**src/rtl/core/ipdbd_pkg.sv**
```systemverilog
// Package for the IR pulse-distance button decoder.
// Holds frame and table constants, the button code table, the match function
// and the queue status type. No dependencies.
package ipdbd_pkg;

  localparam int FRAME_BITS  = 32;
  localparam int NUM_BUTTONS = 11;
  localparam int TABLE_ROWS  = 11;
  localparam int SEARCH_ROWS = (NUM_BUTTONS < TABLE_ROWS) ? NUM_BUTTONS : TABLE_ROWS;

  localparam int TIME_W   = 16;
  localparam int GAP_W    = 16;
  localparam int LEAD_W   = 4;
  localparam int BUTTON_W = 4;
  localparam int RAW_W    = 32;
  localparam int IDX_W    = $clog2(FRAME_BITS + 1);

  localparam logic [GAP_W-1:0]    GAP_RESET  = GAP_W'(25);
  localparam logic [LEAD_W-1:0]   LEAD_RESET = LEAD_W'(3);
  localparam logic [BUTTON_W-1:0] BTN_NONE   = BUTTON_W'(NUM_BUTTONS % 16);
  localparam logic [IDX_W-1:0]    IDX_LAST   = IDX_W'(FRAME_BITS - 1);

  // Register indexes on the configuration port (word address bit 2)
  localparam logic REG_GAP_THRESHOLD = 1'b0;
  localparam logic REG_LEADING_EDGES = 1'b1;

  localparam logic [31:0] CODE_TABLE [TABLE_ROWS] = '{
    32'h00FFA25D,  // power
    32'h00FF629D,  // volume up
    32'h00FFE21D,  // func / stop
    32'h00FF22DD,  // skip left
    32'h00FFE01F,  // arrow down
    32'h00FF906F,  // arrow up
    32'h00FF02FD,  // start / pause
    32'h00FF30CF,  // number 1
    32'h00FF18E7,  // number 2
    32'h00FF7A85,  // number 3
    32'h00FFC23D   // skip right
  };

  typedef logic [FRAME_BITS-1:0] frame_t;

  typedef struct packed {
    logic full;
    logic empty;
  } fq_status_t;

  // First matching row wins: scan downward so the lowest index is kept.
  function automatic logic [BUTTON_W-1:0] match_button(input frame_t frame);
    logic [BUTTON_W-1:0] result;
    result = BTN_NONE;
    for (int i = SEARCH_ROWS - 1; i >= 0; i--) begin
      if (CODE_TABLE[i][31 -: FRAME_BITS] == frame) begin
        result = BUTTON_W'(i);
      end
    end
    return result;
  endfunction

endpackage

```
**src/rtl/core/ipdbd_front.sv**
```systemverilog
// Front end: skips leading edges, turns edge intervals into bits and
// assembles frames. Depends on ipdbd_pkg.
module ipdbd_front (
  input  logic                         clk,
  input  logic                         rst_n,
  input  logic                         edge_take,
  input  logic [ipdbd_pkg::TIME_W-1:0] edge_time,
  input  logic [ipdbd_pkg::GAP_W-1:0]  gap_threshold,
  input  logic [ipdbd_pkg::LEAD_W-1:0] leading_edges,
  output logic                         frame_push,
  output ipdbd_pkg::frame_t            frame_data
);
  import ipdbd_pkg::*;

  logic [LEAD_W-1:0] skip_r, skip_nxt;
  logic [IDX_W-1:0]  idx_r, idx_nxt;
  logic [TIME_W-1:0] last_r, last_nxt;
  frame_t            bits_r, bits_nxt;

  logic [TIME_W-1:0] interval;
  logic              bit_val;
  frame_t            shifted;

  assign interval = edge_time - last_r;
  assign bit_val  = interval > gap_threshold;
  assign shifted  = {bits_r[FRAME_BITS-2:0], bit_val};

  always_comb begin
    skip_nxt   = skip_r;
    idx_nxt    = idx_r;
    last_nxt   = last_r;
    bits_nxt   = bits_r;
    frame_push = 1'b0;
    if (edge_take) begin
      last_nxt = edge_time;
      if (skip_r != '0) begin
        skip_nxt = skip_r - LEAD_W'(1);
      end else if (idx_r == IDX_LAST) begin
        // frame complete: hand it to the queue and reload the skip count
        frame_push = 1'b1;
        idx_nxt    = '0;
        bits_nxt   = '0;
        skip_nxt   = leading_edges;
      end else begin
        idx_nxt  = idx_r + IDX_W'(1);
        bits_nxt = shifted;
      end
    end
  end

  assign frame_data = shifted;

  always_ff @(posedge clk) begin
    if (!rst_n) begin
      skip_r <= LEAD_RESET;
      idx_r  <= '0;
      last_r <= '0;
      bits_r <= '0;
    end else begin
      skip_r <= skip_nxt;
      idx_r  <= idx_nxt;
      last_r <= last_nxt;
      bits_r <= bits_nxt;
    end
  end

endmodule

```
**src/rtl/core/ipdbd_fifo.sv**
```systemverilog
// Two-entry frame queue between the front and back ends.
// Depends on ipdbd_pkg.
module ipdbd_fifo (
  input  logic                    clk,
  input  logic                    rst_n,
  input  logic                    wr_en,
  input  ipdbd_pkg::frame_t       wr_data,
  input  logic                    rd_en,
  output ipdbd_pkg::frame_t       rd_data,
  output ipdbd_pkg::fq_status_t   status
);
  import ipdbd_pkg::*;

  frame_t      mem_r [2];
  logic        wptr_r, wptr_nxt;
  logic        rptr_r, rptr_nxt;
  logic [1:0]  cnt_r, cnt_nxt;
  logic        do_wr, do_rd;

  assign status.full  = cnt_r == 2'd2;
  assign status.empty = cnt_r == 2'd0;
  assign do_wr = wr_en && !status.full;
  assign do_rd = rd_en && !status.empty;
  assign rd_data = mem_r[rptr_r];

  always_comb begin
    wptr_nxt = do_wr ? ~wptr_r : wptr_r;
    rptr_nxt = do_rd ? ~rptr_r : rptr_r;
    cnt_nxt  = cnt_r + {1'b0, do_wr} - {1'b0, do_rd};
  end

  always_ff @(posedge clk) begin
    if (do_wr) begin
      mem_r[wptr_r] <= wr_data;
    end
  end

  always_ff @(posedge clk) begin
    if (!rst_n) begin
      wptr_r <= 1'b0;
      rptr_r <= 1'b0;
      cnt_r  <= 2'd0;
    end else begin
      wptr_r <= wptr_nxt;
      rptr_r <= rptr_nxt;
      cnt_r  <= cnt_nxt;
    end
  end

endmodule

```
**src/rtl/core/ipdbd_back.sv**
```systemverilog
// Back end: matches queued frames against the button table and holds the
// result in an output register. Depends on ipdbd_pkg.
module ipdbd_back (
  input  logic                           clk,
  input  logic                           rst_n,
  input  ipdbd_pkg::fq_status_t          q_status,
  input  ipdbd_pkg::frame_t              q_data,
  output logic                           q_pop,
  input  logic                           res_pop,
  output logic                           res_empty,
  output logic [ipdbd_pkg::BUTTON_W-1:0] res_button,
  output logic [ipdbd_pkg::RAW_W-1:0]    res_raw
);
  import ipdbd_pkg::*;

  logic                valid_r, valid_nxt;
  logic [BUTTON_W-1:0] button_r;
  logic [RAW_W-1:0]    raw_r;

  // load when the output slot is free or is drained this cycle
  assign q_pop     = !q_status.empty && (!valid_r || res_pop);
  assign valid_nxt = q_pop || (valid_r && !res_pop);

  always_ff @(posedge clk) begin
    if (q_pop) begin
      button_r <= match_button(q_data);
      raw_r    <= RAW_W'(q_data);
    end
  end

  always_ff @(posedge clk) begin
    if (!rst_n) begin
      valid_r <= 1'b0;
    end else begin
      valid_r <= valid_nxt;
    end
  end

  assign res_empty  = !valid_r;
  assign res_button = button_r;
  assign res_raw    = raw_r;

endmodule

```
**src/rtl/core/ir_pulse_distance_button_decoder_unit.sv**
```systemverilog
// Top level of the IR pulse-distance button decoder.
// Instantiates ipdbd_front, ipdbd_fifo and ipdbd_back; uses ipdbd_pkg.
//
// Usage:
//   Input channel: drive in_edge_time with the timer capture of each rising
//   edge and raise push; the edge is taken at a clock edge with full low.
//   Result channel: while empty is low, out_button / out_raw_code hold the
//   oldest decoded frame; raise pop to take it.
//   Configuration: APB-style port, gap_threshold at 0x0, leading_edges at 0x4,
//   always ready. Write only while the decoder is idle.
// Throughput: one edge per cycle while full is low. The front end's subtract and
//   compare and the back end's table compare are each combinational.
// Result path: once the last edge of a frame is accepted, the frame queue write
//   and then the output register load carry its result to the outputs.
// Reset: synchronous, active low. Registers return to gap 25, skip 3; the
//   queue and the output register empty; no partial frame survives.
// Stall: if pop stays low, results pile up in the output register and the
//   two-entry frame queue; full rises only when that queue is full, and edges
//   still flow while the queue has room.
module ir_pulse_distance_button_decoder_unit (
  input  logic                           clk,
  input  logic                           rst_n,
  // input channel
  input  logic                           push,
  output logic                           full,
  input  logic [ipdbd_pkg::TIME_W-1:0]   in_edge_time,
  // result channel
  output logic                           empty,
  input  logic                           pop,
  output logic [ipdbd_pkg::BUTTON_W-1:0] out_button,
  output logic [ipdbd_pkg::RAW_W-1:0]    out_raw_code,
  // configuration port
  input  logic                           psel,
  input  logic                           penable,
  input  logic                           pwrite,
  input  logic [2:0]                     paddr,
  input  logic [31:0]                    pwdata,
  output logic [31:0]                    prdata,
  output logic                           pready
);
  import ipdbd_pkg::*;

  logic [GAP_W-1:0]  gap_r;
  logic [LEAD_W-1:0] lead_r;
  logic              cfg_wr;
  logic              edge_take;
  logic              frame_push;
  frame_t            frame_data;
  frame_t            q_data;
  logic              q_pop;
  fq_status_t        q_stat;

  // ---------------------------------------------------------------------------
  // Configuration registers; word select on address bit 2
  // ---------------------------------------------------------------------------
  assign pready = 1'b1;
  assign cfg_wr = psel && penable && pwrite && pready;

  always_ff @(posedge clk) begin
    if (!rst_n) begin
      gap_r  <= GAP_RESET;
      lead_r <= LEAD_RESET;
    end else if (cfg_wr) begin
      if (paddr[2] == REG_GAP_THRESHOLD) begin
        gap_r <= pwdata[GAP_W-1:0];
      end else begin
        lead_r <= pwdata[LEAD_W-1:0];
      end
    end
  end

  always_comb begin
    case (paddr[2])
      REG_GAP_THRESHOLD: prdata = 32'(gap_r);
      REG_LEADING_EDGES: prdata = 32'(lead_r);
      default:           prdata = '0;
    endcase
  end

  // ---------------------------------------------------------------------------
  // Front end: accept edges whenever the frame queue has room
  // ---------------------------------------------------------------------------
  assign full      = q_stat.full;
  assign edge_take = push && !full;

  ipdbd_front u_front (
    .clk           (clk),
    .rst_n         (rst_n),
    .edge_take     (edge_take),
    .edge_time     (in_edge_time),
    .gap_threshold (gap_r),
    .leading_edges (lead_r),
    .frame_push    (frame_push),
    .frame_data    (frame_data)
  );

  // Hold finished frames so the front keeps going while the back stalls
  ipdbd_fifo u_fifo (
    .clk     (clk),
    .rst_n   (rst_n),
    .wr_en   (frame_push),
    .wr_data (frame_data),
    .rd_en   (q_pop),
    .rd_data (q_data),
    .status  (q_stat)
  );

  // Back end: match and present results
  ipdbd_back u_back (
    .clk        (clk),
    .rst_n      (rst_n),
    .q_status   (q_stat),
    .q_data     (q_data),
    .q_pop      (q_pop),
    .res_pop    (pop),
    .res_empty  (empty),
    .res_button (out_button),
    .res_raw    (out_raw_code)
  );

  // ---------------------------------------------------------------------------
  // Assertions
  // ---------------------------------------------------------------------------
  // A completed frame must never meet a full queue
  a_no_frame_drop: assert property (@(posedge clk) disable iff (!rst_n)
    frame_push |-> !q_stat.full)
    else $error("frame completed while frame queue full");

  // A waiting frame moves into an empty output slot on the next cycle
  a_back_loads: assert property (@(posedge clk) disable iff (!rst_n)
    (!q_stat.empty && empty) |=> !empty)
    else $error("back end failed to load a queued frame");

  // A presented button code is a table index or the unrecognized code
  a_button_range: assert property (@(posedge clk) disable iff (!rst_n)
    !empty |-> (out_button <= BTN_NONE))
    else $error("button code out of range");

  // Queue never drained while empty
  a_pop_nonempty: assert property (@(posedge clk) disable iff (!rst_n)
    q_pop |-> !q_stat.empty)
    else $error("frame queue popped while empty");

endmodule

```
**config.mk**
```make
export PLATFORM = sky130hd
export DESIGN_NAME = ir_pulse_distance_button_decoder_unit
export DESIGN_NICKNAME = d
export VERILOG_FILES = /design/src/rtl/core/ipdbd_pkg.sv /design/src/rtl/core/ipdbd_front.sv /design/src/rtl/core/ipdbd_fifo.sv /design/src/rtl/core/ipdbd_back.sv /design/src/rtl/core/ir_pulse_distance_button_decoder_unit.sv
export SDC_FILE = /design/constraint.sdc
export NUM_CORES = 1
export LEC_CHECK = 0
export BUFFER_PORTS_ARGS = -buffer_cell sky130_fd_sc_hd__clkbuf_2
export CAP_MARGIN = 0
export CORE_MARGIN = 2
export CORE_UTILIZATION = 35
export CTS_CLUSTER_SIZE = 40
export DETAILED_ROUTE_END_ITERATION = 7
export GPL_TIMING_DRIVEN = 0
export PLACE_DENSITY_LB_ADDON = 0.12
export REMOVE_ABC_BUFFERS = 1
export SLEW_MARGIN = 20
export SYNTH_ARGS = -nofsm -noshare
export SYNTH_HDL_FRONTEND = slang
export SYNTH_SLANG_ARGS = --single-unit
```
**constraint.sdc**
```tcl
create_clock -name clk -period 9.2 [get_ports clk]
set_input_delay 1.38 -clock clk [delete_from_list [all_inputs] [get_ports clk]]
set_output_delay 1.38 -clock clk [all_outputs]
set_load 0.1 [all_outputs]
```
==> impl_metrics.env, run 1 <==
export IMPL_grt_pass1_vias=5593
export IMPL_hold_path_class="register to register"
export IMPL_root_buffer="clkbuf_16"
export IMPL_ctsHoldBuffers=0
export IMPL_cp_arrival_ns=4.99
export IMPL_synth_cell_types=67
export IMPL_coreArea_um2=23600
export IMPL_async_reset_ff_share_pct=0
export IMPL_yosysSeqAreaShare_pct=55.0
export IMPL_hold_depth=2
export IMPL_reg2reg_depth=14
export IMPL_critPathKind="input pin to register"
export IMPL_r2r_start="u_front.last_r[0]"
export IMPL_overflow=0
export IMPL_yosys_area_share_adder_pct=5.40
export IMPL_clock_sinks=183
export IMPL_synth_compound_area_share_pct=12.8
export IMPL_fin_crit_sh_pct=52.3
export IMPL_h_tree_depth=4
export IMPL_drt_iter0_drc=246
export IMPL_rows=56
export IMPL_grt_pass1_wl_mm=28.6
export IMPL_grt_max_degree=63
export IMPL_crit_path_max_fanout=4
export IMPL_syn_inst=787
export IMPL_finalSetupViolations=0
export IMPL_path_clk_slew_ns=0.08
export IMPL_relSlewSlack_pct=46.4
export IMPL_vias_per_cell=4.74
export IMPL_synth_most_common_cell="nand2_1"
export IMPL_drcViolationCount=0
export IMPL_synth_xor_area_share_pct=2.07
export IMPL_design_area_um2=9940
export IMPL_avgSynthCellArea_um2=10.8
export IMPL_r2r_slack_ns=5.16
export IMPL_fmax_mhz=208
export IMPL_wl_per_cell_um=14.3
export IMPL_fp_dieW_um=160
export IMPL_vias=5698
export IMPL_initial_core_util_pct=35.9
export IMPL_nets=965
export IMPL_worstReg2RegEnd="u_fifo.mem_r[0][0]"
export IMPL_max_cap_violations=0
export IMPL_setup_tns_ns=0
export IMPL_postRouteAntennaNets=0
export IMPL_synth_common_cells="nand2_1 (111), edfxtp_1 (100), dfxtp_1 (83), inv_1 (51), nor2_1 (38)"
export IMPL_rsz0062_at_grt="false"
export IMPL_totalWireLength_mm=17.2
export IMPL_maxSlewViolCount=0
export IMPL_power_per_cell_area_nw_per_um2=257
export IMPL_post_cts_resized=0
export IMPL_endpoint_kind="register"
export IMPL_antenna_found_initial=0
export IMPL_area_growth_syn_to_layout_pct=17.2
export IMPL_cts_tree="built"
export IMPL_worst_slew_pin_transition_ns=0.800
export IMPL_hold_viol=0
export IMPL_io_pins=129
export IMPL_yosys_area_share_simple_pct=15.1
export IMPL_cts_buffers=17
export IMPL_dpl_cell_area_um2=9300
export IMPL_fin_crit_ns=4.82
export IMPL_start_kind="input pin"
export IMPL_ir_worst_vdd_mv=0.166
export IMPL_synthFlopType="edfxtp_1"
export IMPL_status="completed"
export IMPL_hpwl_mm=12.0
export IMPL_clk_path_buf_depth=2
export IMPL_die_height_um=160
export IMPL_track_usage_pct=14.0
export IMPL_synth_top_area_share_pct=35.4
export IMPL_synthesis_area_um2=8480
export IMPL_synth_top_family_by_area="simple AND/OR/NAND/NOR gates"
export IMPL_yosys_area_top_type="edfxtp_1"
export IMPL_min_from="u_front.last_r[8]"
export IMPL_clkLatencyLatePin_ns=0.43
export IMPL_synth_warnings=0
export IMPL_synth_seq_cells=183
export IMPL_place_gp_congestion=0.755
export IMPL_cts_setup_buffers=0
export IMPL_cp_required_ns=9.37
export IMPL_seq_area_um2=4670
export IMPL_p_leak_nw=3.80
export IMPL_synth_edf_count=100
export IMPL_ys_top_cells_by_area="edfxtp_1 (35%), dfxtp_1 (20%), ha_1 (5.2%)"
export IMPL_n_fill_cell=2323
export IMPL_multi_input_area_um2=3450
export IMPL_skew_ns=0.00988
export IMPL_muxShareOfSynthArea_pct=4.17
export IMPL_die_area_um2=25500
export IMPL_hold_path_end="u_front.last_r[8]"
export IMPL_antennaDiodeCount=0
export IMPL_io_buffers=93
export IMPL_drive_gt1_share_pct=19.1
export IMPL_drt_pass1_iterations=4
cell usage in the layout (no fill, tap or decap), types with 6 or more instances in the layout:
master	n
nand2_1	110
edfxtp_1	100
clkbuf_2	92
dfxtp_1	82
inv_1	51
nor2b_1	36
ha_1	35
nor2_1	34
a22oi_1	33
a21boi_0	30
mux2_2	27
a21oi_1	20
o21ai_0	17
conb_1	17
clkbuf_16	17
nand2b_1	15
xnor2_1	14
and2_1	12
nand3_1	9
nor3_1	8
a21o_1	7
nand4_1	6
xor2_1	6
power breakdown:
part	total [mW]	internal, mW	switching (mW)
sequential	0.992	0.944	0.0482
clock	0.770	0.401	0.369
combinational	0.792	0.168	0.624
flip-flops by register name (all words and copies together) (netlist names), named ones only:
name and flops:
u_fifo.rptr_r 1, u_front.bits_r 31, u_fifo.cnt_r 2, u_fifo.wptr_r 1
gap_r 16, lead_r 4, u_back.res_button 4, u_back.res_raw 32
u_fifo.mem_r 64, u_front.last_r 16, u_front.idx_r 6, u_front.skip_r 4
u_back.valid_r 1
how the worst max path moves through the flow:
| stage | to | cells past startpoint | slack, ns | start |
|---|---|---|---|---|
| 2_1_floorplan | prdata[1] | 1 | 4.34 | paddr[2] |
| 3_3_place_gp | u_front.bits_r[0] | 6 | 3.48 | push |
| 3_5_place_dp | u_fifo.mem_r[0][0] | 16 | 3.85 | in_edge_time[0] |
| 4_1_cts | u_fifo.mem_r[0][0] | 16 | 4.30 | in_edge_time[0] |
| 5_1_grt | u_fifo.mem_r[0][0] | 16 | 4.04 | in_edge_time[0] |
| 6_report | u_fifo.mem_r[0][0] | 16 | 4.38 | in_edge_time[0] |
logic make-up (layout without fill, tap and decap cells):
logic type	count (synthesis)	after routing
AND/OR/NAND/NOR	262	262
flip-flops	183	183
AO/OA/AOI/OAI	153	153
buffers and inverters	99	181
adder cells (fa/ha/maj)	36	36
multiplexers	32	32
XOR/XNOR	20	20
other	2	17
critical path, cell delays in order:
cell      delay, ns
clkbuf_2       0.09
inv_1          0.04
ha_1           0.21
fa_1           0.40
nand2b_1       0.18
a21o_1         0.19
a311oi_1       0.59
o21a_1         0.18
nor2_1         0.05
xnor2_1        0.21
ha_1           0.29
a21o_1         0.16
a221o_1        0.34
a221oi_1       0.35
o31a_1         0.25
nor2_1         0.08
final cells by class:
type | count | share of cell area [%]
clock buffer | 17 | 4.28
multi-input combinational | 520 | 34.7
clock inverter | 15 | 2.16
tap | 319 | 4.01
timing repair buffer | 98 | 5.94
inverter | 51 | 1.93
sequential | 183 | 47.0
per-stage QoR:
stage / instances / setup WS, ns / hold WS, ns / power (mW) / utilization (%)
6_report: 1203 / 4.38 / 0.463 / 2.56 / 42.1
5_1_grt: 1203 / 4.04 / 0.480 / 2.68 / 42.1
4_1_cts: 1203 / 4.30 / 0.469 / 2.59 / 42.1
3_5_place_dp: 1171 / 3.85 / 0.459 / 1.82 / 39.4
3_3_place_gp: 1166 / 3.48 / 0.455 / 1.81 / 38.7
2_1_floorplan: 754 / 4.34 / 0.426 / 1.66 / -
per-layer routing:
layer,global-route usage [%],up-vias,share of wire [%]
met5,0,-,0
met4,4.38,0,1.2
met3,3.45,20,4.5
met2,23.9,125,48
met1,17.4,2634,46
li1,-,2919,-
Power figures use the tool's default switching activity.
==> run 2, diff against run 1 <==
==> constraint.sdc (replaced) <==
create_clock -name clk -period 4.4 [get_ports clk]
set_input_delay 0.66 -clock clk [delete_from_list [all_inputs] [get_ports clk]]
set_output_delay 0.66 -clock clk [all_outputs]
set_load 0.1 [all_outputs]
==> impl_metrics.env, run 2 (synthesis results as in run 1) <==
export IMPL_worst_slack_ns=0.512
export IMPL_fin_crit_ns=3.89
export IMPL_drt_iter0_drc=245
export IMPL_final_common_cell="nand2_1"
export IMPL_fin_crit_sh_pct=88.4
export IMPL_cp_required_ns=4.57
export IMPL_drcViolationCount=0
export IMPL_maxSlewViolCount=0
export IMPL_cts_buffers=17
export IMPL_post_cts_resized=0
export IMPL_totalWireLength_mm=17.2
export IMPL_ir_worst_vdd_mv=0.346
export IMPL_cp_arrival_ns=4.06
export IMPL_io_buffers=93
export IMPL_antennaDiodeCount=0
export IMPL_drive_gt1_share_pct=19.2
export IMPL_root_buffer="clkbuf_16"
export IMPL_critPathKind="input pin to register"
export IMPL_die_area_um2=25500
export IMPL_ctsHoldBuffers=0
export IMPL_routed_wl_met3_um=750
export IMPL_start_kind="input pin"
export IMPL_finalSetupViolations=0
export IMPL_fmax_mhz=257
export IMPL_crit_path_max_fanout=4
export IMPL_endpoint_kind="register"
export IMPL_design_area_um2=9950
export IMPL_p_leak_nw=3.82
export IMPL_dr_wl_met2_mm=8.25
export IMPL_rows=56
export IMPL_vias_per_cell=4.73
export IMPL_grt_pass1_vias=5593
export IMPL_vias=5689
export IMPL_fp_dieW_um=160
export IMPL_dp_slack_ns=-0.226
export IMPL_grt_pass1_wl_mm=28.6
export IMPL_hpwl_mm=12.0
export IMPL_path_clk_slew_ns=0.08
export IMPL_hold_viol=0
export IMPL_layout_common_cells="nand2_1 (110), edfxtp_1 (100), clkbuf_2 (92)"
export IMPL_die_height_um=160
export IMPL_postRouteAntennaNets=0
export IMPL_worst_slew_pin_transition_ns=0.801
export IMPL_cts_tree="built"
export IMPL_overflow=0
export IMPL_max_cap_violations=0
export IMPL_antenna_found_initial=0
export IMPL_wl_met1_mm=7.95
export IMPL_grt_max_degree=63
export IMPL_skew_ns=0.00988
export IMPL_io_pins=129
export IMPL_clkLatencyLatePin_ns=0.43
export IMPL_rsz0062_at_grt="false"
export IMPL_power_per_cell_area_nw_per_um2=541
export IMPL_largest_register="u_fifo.mem_r"
export IMPL_coreArea_um2=23600
export IMPL_place_gp_congestion=0.755
export IMPL_n_fill_cell=2323
export IMPL_relSlewSlack_pct=46.4
export IMPL_wl_per_cell_um=14.3
export IMPL_h_tree_depth=4
export IMPL_nets=965
export IMPL_drt_pass1_iterations=4
export IMPL_clock_sinks=183
export IMPL_top_layer_used="met4"
export IMPL_clk_path_buf_depth=2
export IMPL_initial_core_util_pct=35.9
export IMPL_area_growth_syn_to_layout_pct=17.3
export IMPL_track_usage_pct=14.0
export IMPL_cts_setup_buffers=0
export IMPL_dpl_cell_area_um2=9300
export IMPL_hold_path_class="input pin to register"
export IMPL_largest_register_ffs=64
export IMPL_status="completed"
-- run 2: worst paths after layout --
| path | startpoint | to | slack [ns] | depth (start not counted) |
|---|---|---|---|---|
| hold / removal | pwdata[4] | gap_r[4] | 0.45 | 3 |
| hold reg to reg | u_front.last_r[8] | u_front.last_r[8] | 0.46 | 2 |
| setup reg to reg | u_front.last_r[0] | u_fifo.mem_r[0][0] | 0.57 | 14 |
| setup / recovery | in_edge_time[0] | u_fifo.mem_r[0][0] | 0.51 | 16 |
-- run 2: final cells by class --
class | count | area, um2 | share of cell area, %
clock buffer | 17 | 425 | 4.28
clock inverter | 15 | 215 | 2.16
inverter | 51 | 191 | 1.92
multi-input combinational | 520 | 3460 | 34.8
sequential | 183 | 4670 | 46.9
tap | 319 | 399 | 4.01
timing repair buffer | 98 | 591 | 5.94
-- run 2: where the power goes --
group          total, mW  leakage (nW)  internal, mW  switching, mW
clock network       1.61         0.310         0.838          0.772
registers           2.08          1.69          1.98          0.102
logic               1.69          1.82         0.355           1.33
total               5.38          3.82          3.17           2.21
-- run 2: stage by stage --
step | total power [mW] | utilization (%) | cells | TNS, ns | hold slack [ns]
after floorplan | 3.51 | - | 754 | 0 | 0.426
after global placement | 3.81 | 38.7 | 1166 | -29.18 | 0.455
after detailed placement | 3.83 | 39.4 | 1171 | -0.542 | 0.459
after CTS | 5.45 | 42.1 | 1203 | 0 | 0.437
after global routing | 5.63 | 42.1 | 1203 | 0 | 0.450
final | 5.38 | 42.1 | 1203 | 0 | 0.452
-- run 2: metal layers --
| layer | vias up | global-route usage [%] |
|---|---|---|
| met2 | 120 | 23.9 |
| met3 | 20 | 3.45 |
| met1 | 2631 | 17.4 |
| met4 | 0 | 4.38 |
| li1 | 2918 | - |
| met5 | - | 0 |
-- run 2: worst max-delay path: stages --
cell      delay [ns]
clkbuf_2        0.09
inv_1           0.04
ha_1            0.21
fa_1            0.40
nand2b_1        0.18
a21o_1          0.19
a311oi_2        0.40
o21a_1          0.16
nor2_1          0.04
xnor2_1         0.21
ha_1            0.29
a21o_1          0.16
a221o_1         0.34
a221oi_1        0.35
o31a_1          0.25
nor2_1          0.08
